[src/vendor_request_fpga_loader_control_defines.svh]
// Assertion helpers shared by the loader control block.
`ifndef VENDOR_REQUEST_FPGA_LOADER_CONTROL_DEFINES_SVH
`define VENDOR_REQUEST_FPGA_LOADER_CONTROL_DEFINES_SVH

// Same-cycle implication, sampled on clock and masked during reset.
`define VRFLC_ASSERT_IMPLIES(label, ante, cons) \
   label: assert property (@(posedge clock) disable iff (reset) (ante) |-> (cons)) \
      else $error("loader control assertion failed");

// Next-cycle implication, sampled on clock and masked during reset.
`define VRFLC_ASSERT_NEXT(label, ante, cons) \
   label: assert property (@(posedge clock) disable iff (reset) (ante) |=> (cons)) \
      else $error("loader control assertion failed");

`endif

[src/vrflc_pkg.sv]
package vrflc_pkg;

   localparam int PACKET_BYTES_MAX_DEFAULT = 64;
   localparam int QUEUE_DEPTH_DEFAULT      = 2;

   localparam logic [7:0] VENDOR_CODE    = 8'h10;
   localparam logic [7:0] RT_DIR_IN      = 8'h80;
   localparam logic [7:0] RT_TYPE_MASK   = 8'h60;
   localparam logic [7:0] RT_TYPE_VENDOR = 8'h40;
   localparam logic [7:0] RT_RECIP_MASK  = 8'h1f;

   localparam logic [1:0] OP_VENDOR = 2'd0;
   localparam logic [1:0] OP_PACKET = 2'd1;
   localparam logic [1:0] OP_SETCFG = 2'd2;

   localparam logic [7:0] CMD_FPGA   = 8'd0;
   localparam logic [7:0] CMD_STOP   = 8'd1;
   localparam logic [7:0] CMD_STATUS = 8'd2;
   localparam logic [7:0] CMD_PAUSE  = 8'd3;

   localparam logic [7:0] SUB_BEGIN = 8'd0;
   localparam logic [7:0] SUB_ARM   = 8'd1;
   localparam logic [7:0] SUB_END   = 8'd2;

   typedef enum logic [2:0] {
      ACT_NONE      = 3'd0,
      ACT_BEGIN     = 3'd1,
      ACT_END       = 3'd2,
      ACT_FPGA_CMD  = 3'd3,
      ACT_STATUS    = 3'd4,
      ACT_ARM       = 3'd5,
      ACT_FORWARD   = 3'd6,
      ACT_ENDPOINTS = 3'd7
   } action_type;

   typedef enum logic [1:0] {
      HS_NONE  = 2'd0,
      HS_REARM = 2'd1,
      HS_ACK   = 2'd2,
      HS_STALL = 2'd3
   } handshake_type;

   typedef enum logic [1:0] {
      FC_RESUME = 2'd0,
      FC_STOP   = 2'd1,
      FC_PAUSE  = 2'd2
   } fpga_cmd_type;

   typedef enum logic [1:0] {
      KIND_VENDOR,
      KIND_PACKET,
      KIND_SETCFG,
      KIND_IGNORE
   } kind_type;

   // Outcome of a vendor request, decided without the state flags.
   typedef enum logic [2:0] {
      VEND_REJECT,
      VEND_BEGIN,
      VEND_END,
      VEND_ARM,
      VEND_STOP,
      VEND_PAUSE,
      VEND_RESUME,
      VEND_STATUS
   } vend_type;

   typedef struct packed {
      logic [1:0]  op;
      logic [7:0]  request_code;
      logic [7:0]  setup_attrs;
      logic [7:0]  value_low;
      logic [7:0]  value_high;
      logic [15:0] setup_length;
      logic [6:0]  packet_bytes;
      logic        fpga_error;
      logic [7:0]  fpga_status;
   } req_type;

   typedef struct packed {
      logic          accepted;
      action_type    action;
      fpga_cmd_type  fpga_command;
      logic [7:0]    status_reply;
      handshake_type handshake;
   } rsp_type;

   typedef struct packed {
      kind_type    kind;
      vend_type    vend_idle;
      vend_type    vend_load;
      logic [15:0] length;
      logic [7:0]  status;
      logic [6:0]  pkt_bytes;
      logic        pkt_over_max;
      logic        pkt_error;
      logic        cfg_ok;
      logic        cfg_on;
   } cmd_type;

   typedef struct packed {
      logic valid;
      logic full;
   } queue_status_type;

endpackage

[src/vrflc_chan_if.sv]
interface vrflc_chan_if #(
   parameter type payload_type = logic
);
   logic        valid;
   logic        ready;
   payload_type payload;

   modport source (output valid, output payload, input ready);
   modport sink (input valid, input payload, output ready);
endinterface

[src/vrflc_front.sv]
module vrflc_front #(
   parameter int PACKET_BYTES_MAX = vrflc_pkg::PACKET_BYTES_MAX_DEFAULT
) (
   vrflc_chan_if.sink                  req_chan,
   input  vrflc_pkg::queue_status_type q_status,
   output logic                        push,
   output vrflc_pkg::cmd_type          push_cmd
);
   import vrflc_pkg::*;

   localparam logic [6:0] MaxBytes = 7'(PACKET_BYTES_MAX);

   req_type req;
   logic    hdr_ok;
   logic    dir_in;
   logic    len_zero;

   assign req            = req_chan.payload;
   assign req_chan.ready = !q_status.full;
   assign push           = req_chan.valid && req_chan.ready;

   assign hdr_ok   = (req.request_code == VENDOR_CODE) &&
                     ((req.setup_attrs & (RT_TYPE_MASK | RT_RECIP_MASK)) == RT_TYPE_VENDOR);
   assign dir_in   = (req.setup_attrs & RT_DIR_IN) != 8'd0;
   assign len_zero = req.setup_length == 16'd0;

   always_comb begin
      push_cmd.kind = KIND_IGNORE;
      unique case (req.op)
         OP_VENDOR: push_cmd.kind = KIND_VENDOR;
         OP_PACKET: push_cmd.kind = KIND_PACKET;
         OP_SETCFG: push_cmd.kind = KIND_SETCFG;
         default:   push_cmd.kind = KIND_IGNORE;
      endcase

      // Outcome while no bitstream load is running.
      push_cmd.vend_idle = VEND_REJECT;
      if (!dir_in) begin
         if (len_zero) begin
            unique case (req.value_high)
               CMD_FPGA: begin
                  if (req.value_low == SUB_BEGIN) push_cmd.vend_idle = VEND_BEGIN;
               end
               CMD_STOP:  push_cmd.vend_idle = VEND_STOP;
               CMD_PAUSE: push_cmd.vend_idle = (req.value_low != 8'd0) ? VEND_PAUSE
                                                                        : VEND_RESUME;
               default:   push_cmd.vend_idle = VEND_REJECT;
            endcase
         end
      end else if (req.value_high == CMD_STATUS && req.setup_length == 16'd1) begin
         push_cmd.vend_idle = VEND_STATUS;
      end

      // Outcome while a load is running: only the loader subcommands pass.
      push_cmd.vend_load = VEND_REJECT;
      if (!dir_in && req.value_high == CMD_FPGA) begin
         unique case (req.value_low)
            SUB_BEGIN: if (len_zero) push_cmd.vend_load = VEND_BEGIN;
            SUB_ARM:   if (!len_zero) push_cmd.vend_load = VEND_ARM;
            SUB_END:   if (len_zero) push_cmd.vend_load = VEND_END;
            default:   push_cmd.vend_load = VEND_REJECT;
         endcase
      end

      if (!hdr_ok) begin
         push_cmd.vend_idle = VEND_REJECT;
         push_cmd.vend_load = VEND_REJECT;
      end

      push_cmd.length       = req.setup_length;
      push_cmd.status       = req.fpga_status;
      push_cmd.pkt_bytes    = req.packet_bytes;
      push_cmd.pkt_over_max = req.packet_bytes > MaxBytes;
      push_cmd.pkt_error    = req.fpga_error;
      push_cmd.cfg_ok       = req.value_low <= 8'd1;
      push_cmd.cfg_on       = req.value_low[0];
   end
endmodule

[src/vrflc_queue.sv]
module vrflc_queue #(
   parameter int DEPTH = vrflc_pkg::QUEUE_DEPTH_DEFAULT
) (
   input  logic                        clock,
   input  logic                        reset,
   input  logic                        push,
   input  vrflc_pkg::cmd_type          push_cmd,
   input  logic                        pop,
   output vrflc_pkg::queue_status_type q_status,
   output vrflc_pkg::cmd_type          head_cmd
);
   import vrflc_pkg::*;

   localparam int PtrWidth   = (DEPTH > 1) ? $clog2(DEPTH) : 1;
   localparam int CountWidth = $clog2(DEPTH + 1);
   localparam logic [PtrWidth-1:0]   LastPtr  = PtrWidth'(DEPTH - 1);
   localparam logic [CountWidth-1:0] FullCount = CountWidth'(DEPTH);

   cmd_type                entry_ff [DEPTH];
   logic [PtrWidth-1:0]    wr_ptr_ff, wr_ptr_in;
   logic [PtrWidth-1:0]    rd_ptr_ff, rd_ptr_in;
   logic [CountWidth-1:0]  count_ff, count_in;

   always_comb begin
      wr_ptr_in = wr_ptr_ff;
      rd_ptr_in = rd_ptr_ff;
      if (push) wr_ptr_in = (wr_ptr_ff == LastPtr) ? '0 : wr_ptr_ff + 1'b1;
      if (pop)  rd_ptr_in = (rd_ptr_ff == LastPtr) ? '0 : rd_ptr_ff + 1'b1;
      case ({push, pop})
         2'b10:   count_in = count_ff + 1'b1;
         2'b01:   count_in = count_ff - 1'b1;
         default: count_in = count_ff;
      endcase
   end

   always_ff @(posedge clock) begin
      if (reset) begin
         wr_ptr_ff <= '0;
         rd_ptr_ff <= '0;
         count_ff  <= '0;
      end else begin
         wr_ptr_ff <= wr_ptr_in;
         rd_ptr_ff <= rd_ptr_in;
         count_ff  <= count_in;
      end
   end

   always_ff @(posedge clock) begin
      if (push) entry_ff[wr_ptr_ff] <= push_cmd;
   end

   assign head_cmd       = entry_ff[rd_ptr_ff];
   assign q_status.valid = count_ff != '0;
   assign q_status.full  = count_ff == FullCount;
endmodule

[src/vrflc_back.sv]
`include "vendor_request_fpga_loader_control_defines.svh"

module vrflc_back (
   input  logic                        clock,
   input  logic                        reset,
   input  vrflc_pkg::queue_status_type q_status,
   input  vrflc_pkg::cmd_type          head_cmd,
   output logic                        pop,
   vrflc_chan_if.source                rsp_chan
);
   import vrflc_pkg::*;

   logic        configured_ff, configured_in;
   logic        loading_ff, loading_in;
   logic [15:0] remaining_ff, remaining_in;
   logic        rsp_valid_ff, rsp_valid_in;
   rsp_type     rsp_ff, rsp_in;

   vend_type    vend_sel;
   logic [15:0] pkt_wide;
   logic [15:0] diff;

   // A word leaves the queue whenever the output register is free or being drained.
   assign pop      = q_status.valid && (!rsp_valid_ff || rsp_chan.ready);
   assign pkt_wide = {9'd0, head_cmd.pkt_bytes};
   assign diff     = remaining_ff - pkt_wide;
   assign vend_sel = !configured_ff ? VEND_REJECT
                   : (loading_ff ? head_cmd.vend_load : head_cmd.vend_idle);

   always_comb begin
      configured_in = configured_ff;
      loading_in    = loading_ff;
      remaining_in  = remaining_ff;

      rsp_in.accepted     = 1'b0;
      rsp_in.action       = ACT_NONE;
      rsp_in.fpga_command = FC_RESUME;
      rsp_in.status_reply = 8'd0;
      rsp_in.handshake    = HS_NONE;

      unique case (head_cmd.kind)
         KIND_VENDOR: begin
            rsp_in.accepted  = 1'b1;
            rsp_in.handshake = HS_ACK;
            unique case (vend_sel)
               VEND_BEGIN: begin
                  loading_in    = 1'b1;
                  rsp_in.action = ACT_BEGIN;
               end
               VEND_END: begin
                  loading_in    = 1'b0;
                  rsp_in.action = ACT_END;
               end
               VEND_ARM: begin
                  remaining_in     = head_cmd.length;
                  rsp_in.action    = ACT_ARM;
                  rsp_in.handshake = HS_REARM;
               end
               VEND_STOP: begin
                  rsp_in.action       = ACT_FPGA_CMD;
                  rsp_in.fpga_command = FC_STOP;
               end
               VEND_PAUSE: begin
                  rsp_in.action       = ACT_FPGA_CMD;
                  rsp_in.fpga_command = FC_PAUSE;
               end
               VEND_RESUME: begin
                  rsp_in.action       = ACT_FPGA_CMD;
                  rsp_in.fpga_command = FC_RESUME;
               end
               VEND_STATUS: begin
                  rsp_in.action       = ACT_STATUS;
                  rsp_in.status_reply = head_cmd.status;
               end
               default: begin
                  rsp_in.accepted  = 1'b0;
                  rsp_in.handshake = HS_STALL;
               end
            endcase
         end
         KIND_PACKET: begin
            if (remaining_ff == 16'd0) begin
               // Nothing armed: the packet is dropped silently.
               rsp_in.handshake = HS_NONE;
            end else if (pkt_wide > remaining_ff || head_cmd.pkt_over_max) begin
               remaining_in     = 16'd0;
               rsp_in.handshake = HS_STALL;
            end else if (head_cmd.pkt_error) begin
               remaining_in     = 16'd0;
               rsp_in.action    = ACT_FORWARD;
               rsp_in.handshake = HS_STALL;
            end else begin
               remaining_in     = diff;
               rsp_in.accepted  = 1'b1;
               rsp_in.action    = ACT_FORWARD;
               rsp_in.handshake = (diff != 16'd0) ? HS_REARM : HS_ACK;
            end
         end
         KIND_SETCFG: begin
            if (head_cmd.cfg_ok) begin
               configured_in    = head_cmd.cfg_on;
               rsp_in.accepted  = 1'b1;
               rsp_in.action    = ACT_ENDPOINTS;
               rsp_in.handshake = HS_ACK;
            end else begin
               rsp_in.handshake = HS_STALL;
            end
         end
         default: rsp_in.handshake = HS_NONE;
      endcase

      rsp_valid_in = pop ? 1'b1 : (rsp_chan.ready ? 1'b0 : rsp_valid_ff);
   end

   always_ff @(posedge clock) begin
      if (reset) begin
         configured_ff <= 1'b0;
         loading_ff    <= 1'b0;
         remaining_ff  <= 16'd0;
         rsp_valid_ff  <= 1'b0;
      end else begin
         rsp_valid_ff <= rsp_valid_in;
         if (pop) begin
            configured_ff <= configured_in;
            loading_ff    <= loading_in;
            remaining_ff  <= remaining_in;
         end
      end
   end

   always_ff @(posedge clock) begin
      if (pop) rsp_ff <= rsp_in;
   end

   assign rsp_chan.valid   = rsp_valid_ff;
   assign rsp_chan.payload = rsp_ff;

   `VRFLC_ASSERT_IMPLIES(a_accept_hs, rsp_valid_ff && rsp_ff.accepted,
      rsp_ff.handshake == HS_ACK || rsp_ff.handshake == HS_REARM)
   `VRFLC_ASSERT_IMPLIES(a_load_begin, $rose(loading_ff),
      rsp_valid_ff && rsp_ff.action == ACT_BEGIN)
   `VRFLC_ASSERT_IMPLIES(a_count_arm, remaining_ff > $past(remaining_ff),
      rsp_valid_ff && rsp_ff.action == ACT_ARM)
   `VRFLC_ASSERT_NEXT(a_setcfg, pop && head_cmd.kind == KIND_SETCFG && head_cmd.cfg_ok,
      configured_ff == $past(head_cmd.cfg_on))
endmodule

[src/vendor_request_fpga_loader_control.sv]
// Control-endpoint request decoder for the capture device's bitstream loader.
// req_chan carries one word per event: a vendor setup request, a received
// control-out data packet, or a set-configuration request. rsp_chan returns
// exactly one word per event with the verdict, the action to carry out and
// the handshake to give on the control endpoint.
// A front stage classifies each word and writes it into a short command
// queue; a back stage applies it to the configured flag, the loading flag
// and the remaining byte count, and registers the result.
// An accepted word waits in the queue until its response can be registered.
// One word is taken every cycle while the queue is not full; the back stage's
// state update and its 16-bit count subtract set that rate.
// Synchronous reset clears the flags, the byte count, the queue and the
// response valid flag; the block then reports unconfigured with nothing armed.
// When the receiver holds rsp_chan.ready low, the response register holds
// its word, the queue fills, and req_chan.ready falls once the queue is full.
module vendor_request_fpga_loader_control #(
   parameter int PACKET_BYTES_MAX = vrflc_pkg::PACKET_BYTES_MAX_DEFAULT,
   parameter int QUEUE_DEPTH      = vrflc_pkg::QUEUE_DEPTH_DEFAULT
) (
   input logic          clock,
   input logic          reset,
   vrflc_chan_if.sink   req_chan,
   vrflc_chan_if.source rsp_chan
);
   import vrflc_pkg::*;

   queue_status_type q_status;
   cmd_type          push_cmd;
   cmd_type          head_cmd;
   logic             push;
   logic             pop;

   vrflc_front #(
      .PACKET_BYTES_MAX(PACKET_BYTES_MAX)
   ) u_front (
      .req_chan (req_chan),
      .q_status (q_status),
      .push     (push),
      .push_cmd (push_cmd)
   );

   vrflc_queue #(
      .DEPTH(QUEUE_DEPTH)
   ) u_queue (
      .clock    (clock),
      .reset    (reset),
      .push     (push),
      .push_cmd (push_cmd),
      .pop      (pop),
      .q_status (q_status),
      .head_cmd (head_cmd)
   );

   vrflc_back u_back (
      .clock    (clock),
      .reset    (reset),
      .q_status (q_status),
      .head_cmd (head_cmd),
      .pop      (pop),
      .rsp_chan (rsp_chan)
   );
endmodule

[src/flat_wrapper.sv]
// flat-port wrapper written by rule: the top's interface ports become plain ports
module vendor_request_fpga_loader_control_flat import vrflc_pkg::*;
#(
   parameter int PACKET_BYTES_MAX = vrflc_pkg::PACKET_BYTES_MAX_DEFAULT,
   parameter int QUEUE_DEPTH      = vrflc_pkg::QUEUE_DEPTH_DEFAULT
)
  (clock, reset, req_chan_valid, req_chan_payload, req_chan_ready, rsp_chan_valid, rsp_chan_payload, rsp_chan_ready);
  vrflc_chan_if #(.payload_type(req_type)) req_chan_i ();
  vrflc_chan_if #(.payload_type(rsp_type)) rsp_chan_i ();
  input logic clock;
  input logic reset;
  input wire logic [$bits(req_chan_i.valid)-1:0] req_chan_valid;
  input wire logic [$bits(req_chan_i.payload)-1:0] req_chan_payload;
  output wire logic [$bits(req_chan_i.ready)-1:0] req_chan_ready;
  output wire logic [$bits(rsp_chan_i.valid)-1:0] rsp_chan_valid;
  output wire logic [$bits(rsp_chan_i.payload)-1:0] rsp_chan_payload;
  input wire logic [$bits(rsp_chan_i.ready)-1:0] rsp_chan_ready;
  assign req_chan_i.valid = req_chan_valid;
  assign req_chan_i.payload = req_chan_payload;
  assign req_chan_ready = req_chan_i.ready;
  assign rsp_chan_valid = rsp_chan_i.valid;
  assign rsp_chan_payload = rsp_chan_i.payload;
  assign rsp_chan_i.ready = rsp_chan_ready;
  vendor_request_fpga_loader_control #(.PACKET_BYTES_MAX(PACKET_BYTES_MAX), .QUEUE_DEPTH(QUEUE_DEPTH)) u_core (.clock(clock), .reset(reset), .req_chan(req_chan_i), .rsp_chan(rsp_chan_i));
endmodule
[config.mk]
export PLATFORM = sky130hd
export DESIGN_NAME = vendor_request_fpga_loader_control_flat
export DESIGN_NICKNAME = d
export VERILOG_FILES = /design/src/vrflc_pkg.sv /design/src/vrflc_chan_if.sv /design/src/vrflc_front.sv /design/src/vrflc_queue.sv /design/src/vrflc_back.sv /design/src/vendor_request_fpga_loader_control.sv /design/src/flat_wrapper.sv
export VERILOG_INCLUDE_DIRS = /design/src /design/src/src
export SDC_FILE = /design/constraint.sdc
export NUM_CORES = 1
export LEC_CHECK = 0
export ABC_AREA = 1
export ABC_CLOCK_PERIOD_IN_PS = 4450
export BUFFER_PORTS_ARGS = -buffer_cell sky130_fd_sc_hd__buf_2
export CAP_MARGIN = 10
export CORE_MARGIN = 2
export CORE_UTILIZATION = 59
export CTS_BUF_LIST = sky130_fd_sc_hd__clkbuf_8
export DETAILED_ROUTE_END_ITERATION = 10
export PLACE_DENSITY = 0.91
export SKIP_LAST_GASP = 1
export SYNTH_ARGS = -nofsm -noshare
export SYNTH_HDL_FRONTEND = slang
export SYNTH_SLANG_ARGS = --single-unit
[constraint.sdc]
create_clock -name clock -period 4.45 [get_ports clock]
set_clock_uncertainty 0.05 [all_clocks]
set_input_delay 0.89 -clock clock [delete_from_list [all_inputs] [get_ports clock]]
set_output_delay 0.89 -clock clock [all_outputs]
set_load 0.02 [all_outputs]
=== Word-level counts from Yosys, hierarchy flattened ===
Memory sizes are Yosys's and may differ from the RTL's. A register that Yosys moved wholly into a read port is not among the register bits.
Index checks and enable logic that the tools add are counted.

* $add $sub $neg: 5
* Magnitude comparators: 3
* Eq/ne operators: 24
* Mux-type cells: 45
* Reduce and logical (&&, ||, !) cells: 30

{| class="wikitable"
|+ Operator list
! operator !! count
|-
| 16-bit two-way mux || 4
|-
| 16-bit zero test || 2
|-
| 16-bit case mux with 2 select lines || 1
|-
| 8-bit by 2-bit equality test with 1-bit output, second input constant || 3
|-
| 3-bit two-way mux || 6
|-
| 3-bit case mux with 3 select lines || 2
|-
| 16-bit by 1-bit equality test with 1-bit output, second input constant || 1
|-
| 8-bit by 1-bit equality test with 1-bit output, second input constant || 2
|-
| 7-bit by 16-bit greater-than comparator with 1-bit output || 1
|-
| 8-bit zero test || 2
|-
| 16-bit nonzero test || 1
|-
| 16-bit by 7-bit subtractor with 16-bit output || 1
|-
| 3-bit case mux with 5 select lines || 1
|-
| 2-bit two-way mux || 7
|-
| 1-bit two-way mux || 13
|-
| 3-bit equality test, second input constant || 4
|-
| 4-bit two-way mux || 3
|-
| 2-bit case mux with 2 select lines || 3
|-
| 2-bit case mux with 3 select lines || 2
|-
| 4-bit case mux with 3 select lines || 1
|-
| 2-bit nonzero test || 5
|-
| 2-bit equality test, second input constant || 4
|-
| 8-bit by 5-bit equality test with 1-bit output, second input constant || 1
|-
| 8-bit by 1-bit less-or-equal comparator with 1-bit output, second input constant || 1
|-
| 23 further kinds || 36
|}

* Bits in registers: 39
* RAM bits: 86
* Bits of input ports: 70
* Logic and storage cells: 120
* Memories kept: 1

{| class="wikitable"
|+ Memories
! memory !! depth !! width !! read ports !! clocked after memory_dff !! wr ports !! line !! text
|-
| u_core.u_queue.entry_ff || 2 || 43 || 1 || 1 || 1 || vrflc_queue.sv:19 || <nowiki>cmd_type entry_ff [DEPTH];</nowiki>
|}

=== Logic depth before layout (Yosys ltp) ===
* Depth in word-level cells: 7
* Mapped depth: 22
* Gate-level depth less buffers: 20

=== Modules after synthesis ===
Synthesis repeated with hierarchy kept, for this count alone.

* Cell total of the unflattened synthesis: 665
* Area total of the unflattened synthesis: 6662.6 µm²

{| class="wikitable"
|+ Modules (own cells, without submodules)
! module !! instances !! cells each !! area an instance (µm²)
|-
| vrflc_queue || 1 || 167 || 3533.4
|-
| vrflc_back || 1 || 376 || 2483.6
|-
| vrflc_front || 1 || 122 || 645.6
|}

=== Worst setup path after synthesis ===
OpenSTA, ideal clock, no wires.

* Path kind: in2reg
* From: in req_chan_valid
* To: mem u_core.u_queue.entry_ff[1][0] (netlist name), enable pin
* Library setup time: 0.443 ns
* Data arrival time: 2.781 ns
* Required time: 3.957 ns
* Slack: 1.176 ns
* Cell stages on the path: 2
* Path buffers: 0
* Cell sequence: nand2_1 > nor2_1

* Cells in the longest elaborated chain, start to end: 3

{| class="wikitable"
|+ RTL lines
! element !! line !! text
|-
| start: declaration || flat_wrapper.sv:12 || <nowiki>input wire logic [$bits(req_chan_i.valid)-1:0] req_chan_valid;</nowiki>
|-
| 1-bit logical AND || vrflc_front.sv:20 || <nowiki>assign push = req_chan.valid && req_chan.ready;</nowiki>
|-
| 1-bit two-way mux || vrflc_queue.sv:49 || <nowiki>if (push) entry_ff[wr_ptr_ff] <= push_cmd;</nowiki>
|-
| 1-bit two-way mux (implied by the code) || vrflc_queue.sv:49 ||
|-
| end: declaration || vrflc_queue.sv:19 ||
|}

No other way between the ends.

==> metrics.md <==
| Metric | Value |
|---|---|
| Status | `finished clean` |
| H-Tree Level Count | `4` |
| Largest net degree at the start of global routing | `44` |
| WL/cell | `about 15 um` |
| Top Ports | `between 80 and 90` |
| Hold Slack | `between 400 and 500 ps` |
| Number of global-route vias before repair | `4744` |
| Clk slew on worst S/H paths | `80 ps` |
| Min Clock Period, post-route | `approximately 3800 ps` |
| Via/cell ratio | `between 5 and 6` |
| Post-Layout Cell Count | `about 870` |
| Pwr per Cell Area | `approximately 760 mW/mm^2` |
| Post-CTS setup repair buffer count | `0` |
| Asr flop ratio synth | `0%` |
| Nets | `799` |
| Starting Density | `approximately 61%` |
| IO Port Bufs | `between 80 and 90` |
| Antenna diode count | `0` |
| Worst-Skew Late Latency | `between 400 and 500 ps` |
| DRC errors left | `0` |
| Startpoint types | `register` |
| Synth cell types | `43` |
| Yosys warns | `0` |
| Final Hold Fails | `0` |
| Overall die area | `around 0.011 mm^2` |
| Main synth FF type | `edfxtp_1` |
| Post-Route Utilization | `a little over two thirds` |
| Worst EP arrival | `4130 ps` |
| Period utilization | `between 80% and 90%` |
| #FFs+latches synth | `124` |
| Post-DRT Antenna Nets | `0` |
| Global Route Usage Sum | `25.1%` |
| Mean Syn Cell Area | `9.45 um^2` |
| Synth top area share | `between 50% and 60%` |
| Post-synth EDFFs | `100` |
| CTS root buf | `clkbuf_8` |
| Dpl cells | `around 830` |
| Seq/Total Area, Yosys | `59.0%` |
| Synth Cell Area | `0.00590 mm^2` |
| Gpl congestion | `between 0.9 and 1` |
| 1st-pass router iterations | `5` |
| Cts repair resizes | `0` |
| Leakage Power | `~2.9 nW` |
| Die Span Y | `between 100 and 150 um` |
| Post-Route WL | `approximately 13000 um` |
| Routed vias | `~4.9k` |
| CP Capture Type | `register` |
| Initial antenna violation count | `0` |
| Max Cap Violations | `0` |
| Max-slew violation count | `0` |
| Core Region | `between 0.009 and 0.01 mm^2` |
| First-pass GRT wire length | `21300 um` |
| Share of cells above drive strength 1 | `20.2%` |
| Area Growth Syn to Fin | `16.5%` |
| Fin area | `~0.007 mm^2` |
| Num rows | `36` |
| Die X-Extent | `between 100 and 150 um` |
| Detailed placement HPWL | `slightly above 9000 um` |
| DP Area | `~0.0065 mm^2` |
| VDD IR-drop max | `between 400 and 500 uV` |
| CTS tree | `built` |
| CTS Buf Count | `17` |
| Syn Inst Count | `625` |
| CTS Hold Bufs | `0` |
| Worst Path Required | `approximately 4800 ps` |
| Post-Syn Nets | `a little over 700` |
| Synth top cells by count | `nand2_1 (155), edfxtp_1 (100), nor2_1 (72), inv_1 (57), a21oi_1 (48)` |
| Worst-Margin Slew | `between 1000 and 1500 ps` |
| Slew margin rel. | `19.0%` |
| RSZ-0062 raised after global routing | `no` |
| CP Max Fanout | `36` |
| WS Path Type | `register to register` |
| Clk sinks | `around 120` |
| Most numerous cell in the Yosys netlist | `nand2_1` |
| Max Freq | `~260 MHz` |
| DR iter-0 viols | `~430` |
| GR Overflow Total | `0` |
| Synth top area cells | `edfxtp_1 (51%), nand2_1 (9.9%), dfxtp_1 (8.1%)` |
| Setup TNS | `0 ps` |
| Hold/Removal Path Class | `register to register` |
| Max clock buf depth | `2` |
| Leading area contributor after synthesis | `edfxtp_1` |
| Final setup fails | `0` |
==> critical path, stage by stage (launching register included) <==
cell     delay, ps
dfxtp_1        680
inv_2          410
or2_2          400
o21ai_0        130
inv_1          110
fa_1           450
inv_1          110
nand2_1         50
nand2_1         90
nand3_1        160
nand2_1        120
or2_2          120
nand3_1        140
nor2_4         290
inv_2          130
o21ai_0        160
nor2_1          60
nor2_1          80
==> sequential cells by signal, summed over array words and instances (netlist names), named ones only <==
name,flops
u_core.u_back.configured_ff,1
u_core.u_back.loading_ff,1
u_core.u_back.remaining_ff,16
u_core.u_back.rsp_chan.payload,16
u_core.u_back.rsp_chan.valid,1
u_core.u_queue.count_ff,2
u_core.u_queue.entry_ff,84
u_core.u_queue.rd_ptr_ff,1
u_core.u_queue.wr_ptr_ff,1
==> report_power, final <==
| group | internal (W) | total (W) | switching (W) | leakage (nW) |
|---|---|---|---|---|
| logic | 0.000809 | 0.00251 | 0.00170 | 1.55 |
| registers | 0.00158 | 0.00173 | 0.000155 | 1.14 |
| clock network | 0.000507 | 0.000978 | 0.000471 | 0.192 |
| total | 0.00289 | 0.00522 | 0.00232 | 2.88 |
==> metrics by stage <==
step | power [W] | worst slack [ps]
finish | 0.00522 | 641
global route | 0.00557 | 300
CTS | 0.00518 | 686
detailed placement | 0.00416 | 748
global placement | 0.00409 | 934
floorplan | 0.00357 | 1180
==> cell type report <==
type | instances | area, um^2
sequential | 124 | 3480
fill | 739 | 2850
multi-input combinational | 423 | 2120
timing repair buffer | 90 | 470
inverter | 63 | 240
clock buffer | 17 | 234
tap | 133 | 166
clock inverter | 15 | 164
==> layout by cell type, fill, tap and decap left out, drive strengths merged, types with 6 or more instances in the layout <==
master / Yosys / routed
nand2: 157 / 157
edfxtp: 100 / 100
buf: 5 / 90
nor2: 75 / 75
inv: 62 / 69
a21oi: 53 / 53
nand3: 36 / 36
o21ai: 30 / 30
dfxtp: 24 / 24
clkbuf: 10 / 17
nor3: 13 / 13
nand4: 10 / 10
ha: 9 / 9
nor4: 7 / 7
or2: 7 / 7
mux2i: 6 / 6
==> cells by family after synthesis <==
family,count (synthesis),share of synthesized area [%]
buffers and inverters,78,5.40
adder cells (fa/ha/maj),10,2.25
multiplexers,6,1.02
flip-flops,124,59.0
AND/OR/NAND/NOR,312,23.1
XOR/XNOR,1,0.148
AO/OA/AOI/OAI,94,9.07
==> final timing paths <==
kind | startpoint | to | slack, ps | depth (start not counted)
setup reg to reg | register | u_core.u_back.remaining_ff[0] | 640 | 17
hold reg to reg | u_core.u_queue.rd_ptr_ff | register | 450 | 1
setup / recovery | register | u_core.u_back.remaining_ff[0] | 640 | 17
hold / removal | u_core.u_queue.rd_ptr_ff | register | 450 | 1
==> routing by layer <==
| layer | share of wire [%] | global-route usage [%] |
|---|---|---|
| met4 | 2.5 | 11.9 |
| met1 | 40 | 29.9 |
| met2 | 51 | 43.3 |
| met5 | 0 | 0 |
| met3 | 7.0 | 5.51 |
No activity file was read; power rests on OpenSTA's default activity.
